$ cat src/rtl/core/ismu_pkg.sv
// shared types and constants of the ising metropolis spin update block
package ismu_pkg;

    localparam int ROW_W      = 6;
    localparam int DRAW_W     = 16;
    localparam int SIDE_W     = 7;
    localparam int LEVEL_W    = 17;
    localparam int LEVEL_FRAC = 16;
    localparam int UP_W       = 13;
    localparam int MAG_W      = 14;
    localparam int CFG_IDX_W  = 3;
    localparam int IN_DATA_W  = 32;
    localparam int OUT_DATA_W = 16;
    // columns counted per cycle during a recount
    localparam int CHUNK      = 8;

    localparam logic [SIDE_W-1:0]  SIDE_RESET  = 7'd64;
    localparam logic [LEVEL_W-1:0] LEVEL_RESET = 17'd65536;

    localparam logic [CFG_IDX_W-1:0] CFG_SIDE   = 3'd0;
    localparam logic [CFG_IDX_W-1:0] CFG_LVL_M4 = 3'd1;
    localparam logic [CFG_IDX_W-1:0] CFG_LVL_M2 = 3'd2;
    localparam logic [CFG_IDX_W-1:0] CFG_LVL_P2 = 3'd3;
    localparam logic [CFG_IDX_W-1:0] CFG_LVL_P4 = 3'd4;

    localparam logic [1:0] LVL_M4 = 2'd0;
    localparam logic [1:0] LVL_M2 = 2'd1;
    localparam logic [1:0] LVL_P2 = 2'd2;
    localparam logic [1:0] LVL_P4 = 2'd3;

    localparam logic ACT_LOAD   = 1'b0;
    localparam logic ACT_UPDATE = 1'b1;

    typedef struct packed {
        logic accept;
        logic read_down;
        logic exec;
        logic clr_write;
        logic cnt_init;
        logic cnt_read;
        logic cnt_load;
        logic cnt_add;
    } cmd_t;

    typedef struct packed {
        logic side_wr;
        logic clr_last;
        logic col_last;
        logic row_last;
        logic out_busy;
    } sts_t;

endpackage

$ cat src/rtl/core/ismu_ctrl.sv
// sequencer for clear pass, spin items and up-spin recount
module ismu_ctrl
(
    input  logic          clk,
    input  logic          rst_n,
    input  logic          s_tvalid,
    output logic          s_tready,
    input  ismu_pkg::sts_t sts,
    output ismu_pkg::cmd_t cmd
);

    typedef enum logic [2:0] {
        ST_CLEAR,
        ST_IDLE,
        ST_READ2,
        ST_EXEC,
        ST_CNT_READ,
        ST_CNT_LOAD,
        ST_CNT_ADD
    } state_t;

    state_t state_reg;
    state_t state_next;
    logic   pending_reg;
    logic   pending_next;

    always_comb
    begin
        state_next = state_reg;
        cmd        = '0;
        s_tready   = 1'b0;
        case (state_reg)
            ST_CLEAR:
            begin
                cmd.clr_write = 1'b1;
                if (sts.clr_last)
                begin
                    state_next = ST_IDLE;
                end
            end
            ST_IDLE:
            begin
                if (pending_reg)
                begin
                    cmd.cnt_init = 1'b1;
                    state_next   = ST_CNT_READ;
                end
                else
                begin
                    s_tready = !sts.side_wr;
                    if (s_tvalid && !sts.side_wr)
                    begin
                        cmd.accept = 1'b1;
                        state_next = ST_READ2;
                    end
                end
            end
            ST_READ2:
            begin
                cmd.read_down = 1'b1;
                state_next    = ST_EXEC;
            end
            ST_EXEC:
            begin
                // hold until the output register is free
                if (!sts.out_busy)
                begin
                    cmd.exec   = 1'b1;
                    state_next = ST_IDLE;
                end
            end
            ST_CNT_READ:
            begin
                if (pending_reg)
                begin
                    state_next = ST_IDLE;
                end
                else
                begin
                    cmd.cnt_read = 1'b1;
                    state_next   = ST_CNT_LOAD;
                end
            end
            ST_CNT_LOAD:
            begin
                if (pending_reg)
                begin
                    state_next = ST_IDLE;
                end
                else
                begin
                    cmd.cnt_load = 1'b1;
                    state_next   = ST_CNT_ADD;
                end
            end
            ST_CNT_ADD:
            begin
                if (pending_reg)
                begin
                    state_next = ST_IDLE;
                end
                else
                begin
                    cmd.cnt_add = 1'b1;
                    if (sts.col_last)
                    begin
                        state_next = sts.row_last ? ST_IDLE : ST_CNT_READ;
                    end
                end
            end
            default:
            begin
                state_next = ST_IDLE;
            end
        endcase
    end

    // a new side write restarts any recount in progress
    always_comb
    begin
        if (sts.side_wr)
        begin
            pending_next = 1'b1;
        end
        else if (cmd.cnt_init)
        begin
            pending_next = 1'b0;
        end
        else
        begin
            pending_next = pending_reg;
        end
    end

    always_ff @(posedge clk or negedge rst_n)
    begin
        if (!rst_n)
        begin
            state_reg   <= ST_CLEAR;
            pending_reg <= 1'b0;
        end
        else
        begin
            state_reg   <= state_next;
            pending_reg <= pending_next;
        end
    end

    a_exec_free: assert property (@(posedge clk) disable iff (!rst_n)
        cmd.exec |-> !sts.out_busy)
        else $error("commit issued while result register is still full");

    a_side_block: assert property (@(posedge clk) disable iff (!rst_n)
        sts.side_wr |=> !s_tready)
        else $error("word accepted right after a side write");

    a_accept_seq: assert property (@(posedge clk) disable iff (!rst_n)
        (s_tvalid && s_tready) |-> ##2 (state_reg == ST_EXEC))
        else $error("accepted word did not reach the commit step");

endmodule

$ cat config.mk
export PLATFORM = sky130hd
export DESIGN_NAME = ismu_ctrl
export DESIGN_NICKNAME = d
export VERILOG_FILES = /design/src/rtl/core/ismu_pkg.sv /design/src/rtl/core/ismu_ctrl.sv
export SDC_FILE = /design/constraint.sdc
export NUM_CORES = 1
export LEC_CHECK = 0
export ABC_AREA = 1
export BUFFER_PORTS_ARGS = -buffer_cell sky130_fd_sc_hd__buf_2
export CAP_MARGIN = 25
export CORE_AREA = 2 2 39 41
export DETAILED_ROUTE_END_ITERATION = 16
export DIE_AREA = 0 0 41 43
export PLACE_DENSITY_LB_ADDON = 0.08
export REMOVE_ABC_BUFFERS = 1
export SLEW_MARGIN = 20
export SYNTH_ARGS = -nofsm -noshare
export SYNTH_HDL_FRONTEND = slang
export SYNTH_SLANG_ARGS = --single-unit
$ cat constraint.sdc
create_clock -name clk -period 1.5 [get_ports clk]
set_clock_uncertainty 0.15 [all_clocks]
set_input_delay 0.075 -clock clk [delete_from_list [all_inputs] [get_ports clk]]
set_output_delay 0.075 -clock clk [all_outputs]
set_load 0.005 [all_outputs]
# After elaboration in Yosys (flattened, before gate mapping)
# Cells that the tools add are included.
[totals] register_bits=4 latch_bits=0 mem_bits_rw=0 romBits=0 out_inout_bits=9 wordCells=44 mem_count=0
[op_classes] addsub=0 mul=0 div_mod_pow=0 magnitude_cmp=0 eq_ne=10 shift=0 n_mux=27 bitwise_logic=0 reduce_logical=5
[ops] cell="two-way mux 3 bit" n=9
[ops] cell="case mux 3 bit (7 select lines)" n=1
[ops] cell="two-way mux 1 bit" n=17
[ops] cell="== test 3 bit (second input constant)" n=3
[ops] cell="== test 3 x 2 -> 1 bit (second input constant)" n=2
[ops] cell="!= test 3 bit (second input constant)" n=2
[ops] cell="!= test 2 bit (second input constant)" n=2
[ops] cell="AND reduction 4 bit" n=1
[ops] cell="== test 3 x 1 -> 1 bit (second input constant)" n=1
[ops] cell="zero test 3 bit" n=1
[ops] cell="nonzero test 2 bit" n=1
[ops] cell="logical AND 1 bit" n=1
[ops] cell="zero test 1 bit" n=1

# Depth between registers and ports, before layout
# Gate-level depths: netlist (run 1).
[logic_depth] depth_word=5 ltp_mapped=8 ltp_nobuf=8

# Worst setup path before layout (run 1)
# OpenSTA, ideal clock, no wires.
[synth_path] kind="register to register" from="reg state_reg[0]" to="reg state_reg[0]" arrival_time_ps=941 setup_slack_ps=293 path_stages_with_launch=8 n_path_buf=1 period_less_slack_ps=1207 cell_sequence="dfrtp_1 -> buf_6 -> inv_2 -> nand3_2 -> nor2_2 -> nor2_4 -> nand3_1 -> nand2_1"
[synth_between] elab_chain_cells=3 word_cells_on_any_way=13 classes_between="10 x eq/ne; 1 x mux; 2 x reduce/logical"
[synth_lines] item="from (decl)" line_no="ismu_ctrl.sv:22" source="state_t state_reg;"
[synth_lines] item="from (signal assigned)" line_no="ismu_ctrl.sv:144" source="state_reg <= state_next;"
[synth_lines] item="== test 3 x 1 -> 1 bit, or another cell as far along" line_no="ismu_ctrl.sv:32" source="case (state_reg)"
[synth_lines] item="!= test 3 bit (no source line) or != test 2 bit (tied branches)"
[synth_lines] item="AND reduction 4 bit (no source line)"
# Several ways; a longest one is shown, not always the timed one.
# A chain may end at the register's enable or synchronous reset.

==> results of run 1 <==
## final cells by class
cell class / instances / share of cell area
multi-input combinational: 41 / 0.411
clock buffer: 3 / 0.0446
tap: 16 / 0.0396
sequential: 4 / 0.203
timing repair buffer: 19 / 0.213
inverter: 12 / 0.0891
## worst max-delay path: cells and delay by family, from the launching register on
kind,cells,cell delay (ns)
AND/OR/NAND/NOR,3,0.37
buffers and inverters,1,0.14
flip-flops,1,0.45
## power breakdown
group / switching (mW) / total, mW / leakage [nW] / internal [mW]
Combinational: 0.291 / 0.502 / 0.239 / 0.211
Sequential: 0.118 / 0.284 / 0.0451 / 0.167
Clock: 0.0384 / 0.128 / 0.0138 / 0.0891
Total: 0.447 / 0.914 / 0.298 / 0.467
## cell usage after synthesis (all sizes together)
| cell type | number | area, um2 |
|---|---|---|
| buf | 1 | 11.3 |
| nand3 | 10 | 55.1 |
| dfrtp | 4 | 100 |
| nand2 | 13 | 51.3 |
| nor4 | 1 | 6.26 |
| nor3 | 2 | 10.0 |
| o21ai | 1 | 5.00 |
| inv | 12 | 45.0 |
| nor2 | 14 | 70.1 |
## final timing paths
check | startpoint | end | slack [ns] | cells after the start
hold reg to reg | state_reg[0] | state_reg[0] | 0.51 | 2
setup reg to reg | state_reg[1] | state_reg[0] | 0.17 | 7
hold / removal | rst_n | pending_reg | 0.03 | 2
max in group asynchronous | rst_n | state_reg[2] | 1.05 | 2
setup / recovery | state_reg[1] | cmd[7] | 0.09 | 4
min in group clk | sts[2] | state_reg[2] | 0.05 | 6
## layout by cell type, fill, tap and decap left out, types with 2 or more instances in the layout
cell type      netlist  layout
dfrtp_1              4       2
dfrtp_2              0       2
nand2_1             12      12
dlygate4sd3_1        0       2
clkbuf_4             0       3
nor2_4               1       2
inv_1                8       8
nor2_1               9       9
inv_2                4       4
nand3_1              9       9
buf_2                0      16
nor2_2               4       3
## cell families (layout without fill, tap and decap cells)
kind of cell | Yosys count | count (layout) | share of synthesized area
DFF | 4 | 4 | 0.283
buffers and inverters | 13 | 34 | 0.159
and+or+nand+nor | 40 | 40 | 0.544
AOI/OAI and AO/OA | 1 | 1 | 0.0141
## what timing repair did
item / CTS / global route
buffers inserted: 0 / 1
gates resized for setup: 0 / 4
endpoints found under the hold margin: 5 / 0
hold buffers: 2 / 0
endpoints found under the setup margin: 0 / 2
## per-stage QoR
step / instances / hold slack (ns) / worst slack, ns / power, mW / util
detailed placement: 89 / -0.270 / 0.175 / 0.742 / 0.320
global placement: 89 / -0.267 / 0.146 / 0.752 / 0.320
floorplan: 57 / -0.371 / 0.293 / 0.582 / -
global route: 95 / 0.0228 / 0.00544 / 1.02 / 0.365
finish: 95 / 0.0289 / 0.0915 / 0.914 / 0.365
CTS: 94 / 0.0225 / 0.0411 / 0.883 / 0.351
## layer usage
| layer | share of wire | wire [um] |
|---|---|---|
| met1 | 0.46 | 405 |
| met2 | 0.50 | 440 |
| met3 | 0.035 | 31 |
| met4 | 0 | 0 |
| met5 | 0 | 0 |
==> impl.org, run 1 <==
** Status
- Run status :: finished clean

** Placed design
- DP HPWL :: 716 um
- During placement, the flow inserted port buffers numbering 16.
- After detailed placement, the total cell area comes to 443 um2.
- Routability-driven placement finished with a final weighted congestion of 0.773.

** Timing
- Final Max Tran Viols :: 0
- Worst max-slew margin expressed relative to the limit :: 0.810
- Hold Vio Cnt, Final :: 0
- Adding up every negative setup slack in the final design gives 0 ns.
- Least-Margin Pin Slew :: 0.286 ns
- Peak Freq :: 0.710 GHz
- Setup repair after global routing left no endpoint under its margin.
- Final clock period utilization by the worst path :: 0.939
- The worst path needs 1.41 ns of the cycle, external delays included.
- Total setup violations reported at the end of the flow :: 0

** Setup path
- The critical path in this run is classified as reg -> out.
- WP data arrival :: 1.18 ns
- Crit path launch type :: register
- Max stage delay on crit path :: 0.45 ns
- The worst setup path is captured at an output pin.
- Cell-by-cell listing of the critical path :: nor2_4, nand2_2, nor3_1, buf_2
- The largest individual stage delay along the critical path comes from the cell dfrtp_2.
- Critical Path RT :: 1.27 ns
- Of all nets on the critical path, the largest fanout is 5.

** Detailed routing
- Summed over all layers, the routed wires come to 878 um.
- After detailed routing, the average wire length per cell comes to 9.24 um.
- Detailed routing inserted a total of 400 vias.
- Pre-antenna DRT Iters :: 2
- For this block, the initial DRC count from the detailed router was 4.
- Drt via density :: 4.21
- For this run, design rule violations remaining after detail routing come to 0.
- The detail route stage leaves a number of antenna-violating nets equal to 0.

** Die
- Die Area :: 0.00176 mm2
- Boundary pin count :: 17
- Core Footprint :: 0.00138 mm2
- From bottom edge to top edge, the die measures 43 um.
- Starting utilization of the core area :: 0.256
- Width of the chip :: 41 um
- The initialized floorplan defines 14 standard-cell rows.

** Job
- Across the run, the number of max-cap violations was 0.

** Clocking
- Buffers inserted during clock tree synthesis total 3.
- Maximum clock path buffer count :: 2
- TritonCTS built the clock tree.
- Root buf cell :: clkbuf_4
- Clock-pin slew was measured on the worst setup and hold paths at 0.03 ns.
- Num Clock Sinks :: 4
- In this run the number of H-tree levels came out at 1.
- Clock network latency to the later pin of the worst-skew pair :: 0.23 ns

** Layout
- Registers take 103 um2.
- Flip-flop count of the largest register after layout :: 3
- Final #Nets :: 89
- Of the cells placed in the final design, the portion with a size suffix greater than 1 is 0.430.
- Layout Area Growth over Synthesis :: 42.8%
- 0 antenna diodes ended up in the layout.
- Area used by multi-input combinational logic :: 208 um2
- The filler cells instantiated in the layout total 165.
- With fillers left out, the area of the finished cells amounts to 505 um2.

** Global routing
- The number of antenna violations at the first check in global routing is 0.
- Largest net degree at the start of global routing :: 9
- The via count of the first global-routing pass came to 365.
- The layer flagged by global routing as most heavily used is met2.
- For met2 alone, demand over resource in global routing was 0.184.
- Total routing usage reported by global routing :: 0.120
- For met3 alone, demand over resource in global routing was 0.0157.
- Wire length of the first global-routing pass :: 1420 um
- Grt met1 use :: 0.147
- Global routing finished with a remaining overflow of 0.

** Yosys
- Netlist area before placement :: 354 um2
- Yosys mapped the design onto 14 distinct sky130hd cell types.
- Number of register bits inferred by synthesis :: 4
- Dividing the synthesized area by the synthesized cell count gives 6.10 um2.
- Number of warning messages in the yosys log :: 0
- Proportion of synthesized chip area in sequential cells :: 0.283
- Synthesis produced 58 cells.

** Power and ir drop
- P_leak :: 0.298 nW
- Maximum VDD drop :: 0.862 mV
- Dividing total power by cell area gives a power density of 1810 mW/mm2.

** Worst hold path
- The path class of the tightest hold or removal check is in -> async.
Power figures use the tool's default switching activity.
==> run 2: changes to the inputs <==
==> constraint.sdc (replaced) <==
create_clock -name clk -period 1.5 [get_ports clk]
set_clock_uncertainty 0.15 [all_clocks]
set_input_delay 0.375 -clock clk [delete_from_list [all_inputs] [get_ports clk]]
set_output_delay 0.375 -clock clk [all_outputs]
set_load 0.005 [all_outputs]
==> run 2 against run 1 <==
  * Worst hold slack gained 0.22 ns
  * Highest routed layer unchanged
  * Fmax shrank 14%
  * Power grew 20%
  * Combinational power grew 37%
  * The run now ends with negative setup slack left
  * Clock power is essentially flat
  * Critical path depth is the same
  * Via count grew 6.0%
  * Global-route usage grew 0.71 points
  * Largest power group unchanged
  * Cell count grew 5.3%
  * Non-clock buffer count grew 5
  * Count of clock-buffer cells in the layout is the same
==> impl.org, run 2 (synthesis results as in run 1) <==
** Status
- Run status: complete, but fails checks (was finished clean).
- The checks that failed: negative setup slack.

** Timing
- The share of the clock period used by the worst path after layout is 1.09 (was 0.939).
- Final Max Tran Viols :: 0 (unchanged)
- The maximum clock frequency came to 0.609 GHz (was 0.710 GHz).
- Worst path setup slack after routing :: -0.141 ns (was 0.0915 ns)
- The time the worst path needs with I/O delays and setup is 1.64 ns (was 1.41 ns).
- The transition time at the pin with the least slew margin was 0.220 ns (was 0.286 ns).
- Hold Vio Cnt, Final :: 0 (unchanged)
- Worst max-slew margin expressed relative to the limit :: 0.852 (was 0.810)
- Setup repair after global routing missed its margin :: yes (was no)
- The final count of negative-setup-slack endpoints came to 9 (was 0).

** Global routing
- The global-route wire length before repair was 1540 um (was 1420 um).
- Vias in the first global route :: 405 (was 365)
- Aggregate global routing overflow :: 0 (unchanged)
- The pin count of the biggest net entering global routing is 8 (was 9).
- Total routing usage reported by global routing :: 0.127 (was 0.120)
- The number of antenna violations at the first check in global routing is 0 (unchanged).

** Power and ir drop
- The peak supply drop is 0.878 mV (was 0.862 mV).
- Final Total Pwr :: 1.09 mW (was 914 uW)
- The leakage power summed over all cells was 0.323 nW (was 0.298 nW).
- The areal power density over the cells is 1910 mW/mm2 (was 1810 mW/mm2).

** Clocking
- Root buf cell :: clkbuf_4 (unchanged)
- The CTS tree is built (unchanged).
- Clock edge transition at the registers on the reported setup and hold paths :: 0.03 ns (about the same)
- H-tree lvl count :: 1 (unchanged)
- The number of buffers created by CTS came to 3 (unchanged).
- Num Clock Sinks :: 4 (unchanged)
- Maximum clock path buffer count :: 2 (unchanged)
- Clock network latency to the later pin of the worst-skew pair :: 0.23 ns (about the same)

** Layout
- The most common cell after layout, fill and taps aside is buf_2 (unchanged).
- Share of cells above drive strength 1 :: 0.548 (was 0.430)
- Flip-flop count of the largest register after layout :: 3 (unchanged)
- Layout Area Growth over Synthesis :: 61.5% (was 42.8%)
- Commonest cells after routing, fill and taps aside :: buf_2 (16), nand2_1 (12), nor2_1 (8), nand3_1 (8), inv_1 (7) (was buf_2 (16), nand2_1 (12), nand3_1 (9), nor2_1 (9), inv_1 (8))
- The count of filler cells inserted in the layout is 148 (was 165).
- The final core area utilization came to 0.413 (was 0.365).
- Final #Nets :: 94 (was 89)
- Total inserted antenna cells :: 0 (unchanged)

** Setup path
- Crit path launch type :: register (unchanged)
- Number of buffer and inverter instances along the worst setup path :: 2 (was 1)
- The arrival time at the worst endpoint was 1.12 ns (was 1.18 ns).
- Highest net fanout along the worst path :: 3 (was 5)
- Max stage delay on crit path :: 0.43 ns (was 0.45 ns)
- The family with the most delay on the worst path is flip-flops (unchanged).
- Cell-by-cell listing of the critical path :: nor2_4, nand3_1, inv_2, buf_2 (was nor2_4, nand2_2, nor3_1, buf_2)
- Critical Path RT :: 0.97 ns (was 1.27 ns)
- Master of the slowest instance on the critical path :: dfrtp_2 (unchanged)
- The critical path class is reg -> out (unchanged).
- The sort of element at the end of the critical path was an output pin (unchanged).

** Die
- The die extent in x was 41 um (unchanged).
- The height of the die was 43 um (unchanged).
- The overall die area came to 0.00176 mm2 (unchanged).
- Boundary pin count :: 17 (unchanged)
- Standard-cell rows :: 14 (unchanged)
- Core Footprint :: 0.00138 mm2 (unchanged)
- The starting density of the core came to 0.256 (unchanged).

** Worst hold path
- The worst min-delay path category is in -> reg (was in -> async).

** Detailed routing
- The total via count after detailed routing is 424 (was 400).
- The remaining antenna violation count came to 0 (unchanged).
- The via count normalized by instance count was 4.24 (was 4.21).
- The count of unresolved DRC violations after routing came to 0 (unchanged).
- The sum of routed wire length over all layers is 914 um (was 878 um).
- The initial DRC count was 2 (was 4).
- The routed wire length per instance was 9.14 um (was 9.24 um).
- The length of the first detailed-routing pass in iterations was 2 (unchanged).

** Placed design
- The post-DP HPWL is 709 um (was 716 um).
- Count of port buffers added during placement :: 16 (unchanged)
- The final weighted congestion of routability-driven global placement came to 0.739 (was 0.773).

** Job
- The total of max-cap violations came to 0 (unchanged).
run 2: cell types whose count changed in the layout (fill, tap and decap cells not counted), sizes merged:
cell and change:
dlygate4sd3 -1, buf +6
run 2: path summary, 6_finish.rpt:
check	start	end	slack, ns	cells after the start
worst max-delay path	state_reg[2]	cmd[3]	-0.14	4
worst min-delay path	sts[4]	pending_reg	0.24	3
worst max register to register	state_reg[2]	state_reg[2]	0.12	7
worst min register to register	state_reg[0]	state_reg[0]	0.56	3
max in group asynchronous	rst_n	state_reg[2]	0.74	2
min in group asynchronous	rst_n	state_reg[1]	0.33	2
run 2: report_power, final:
part           internal, mW  switching [mW]
registers             0.172           0.108
clock network        0.0891          0.0390
logic                 0.319           0.367
total                 0.580           0.514
run 2: what timing repair did:
action                                 in CTS  in global routing
setup buffers                               5                  0
setup endpoints to repair                   9                  9
resized for setup                           9                  4
endpoints found under the hold margin       4                  0
pin swaps                                   3                  2
hold buffers                                1                  0
run 2: layout make-up:
| class | instances | area (um2) | share of cell area |
|---|---|---|---|
| Multi-Input combinational cell | 41 | 233 | 0.407 |
| Inverter | 12 | 45.0 | 0.0788 |
| Clock buffer | 3 | 22.5 | 0.0394 |
| Sequential cell | 4 | 105 | 0.184 |
| Tap cell | 16 | 20.0 | 0.0350 |
| Timing Repair Buffer | 24 | 146 | 0.256 |
run 2: per-stage QoR:
stage               setup TNS, ns  hold WS (ns)  instance area (um2)  instances  setup slack (ns)
floorplan                       0       -0.0706                  343         57             0.151
global placement                0        0.0338                  458         91           0.00803
detailed placement              0        0.0310                  458         91            0.0243
CTS                         -1.08         0.233                  554        100            -0.169
global route                -1.63         0.272                  572        100            -0.223
finish                      -1.03         0.245                  572        100            -0.141
run 2: metal layers:
layer / track usage / routed length [um] / vias up
met5: 0 / 0 / -
met4: 0.0800 / 0 / 0
li1: - / - / 230
met2: 0.200 / 482 / 6
met3: 0.0157 / 33 / 0
met1: 0.153 / 398 / 188
run 2: worst min-delay path, stage by stage:
cell	delay, ns
buf_2	0.09
inv_1	0.05
o21ai_0	0.07
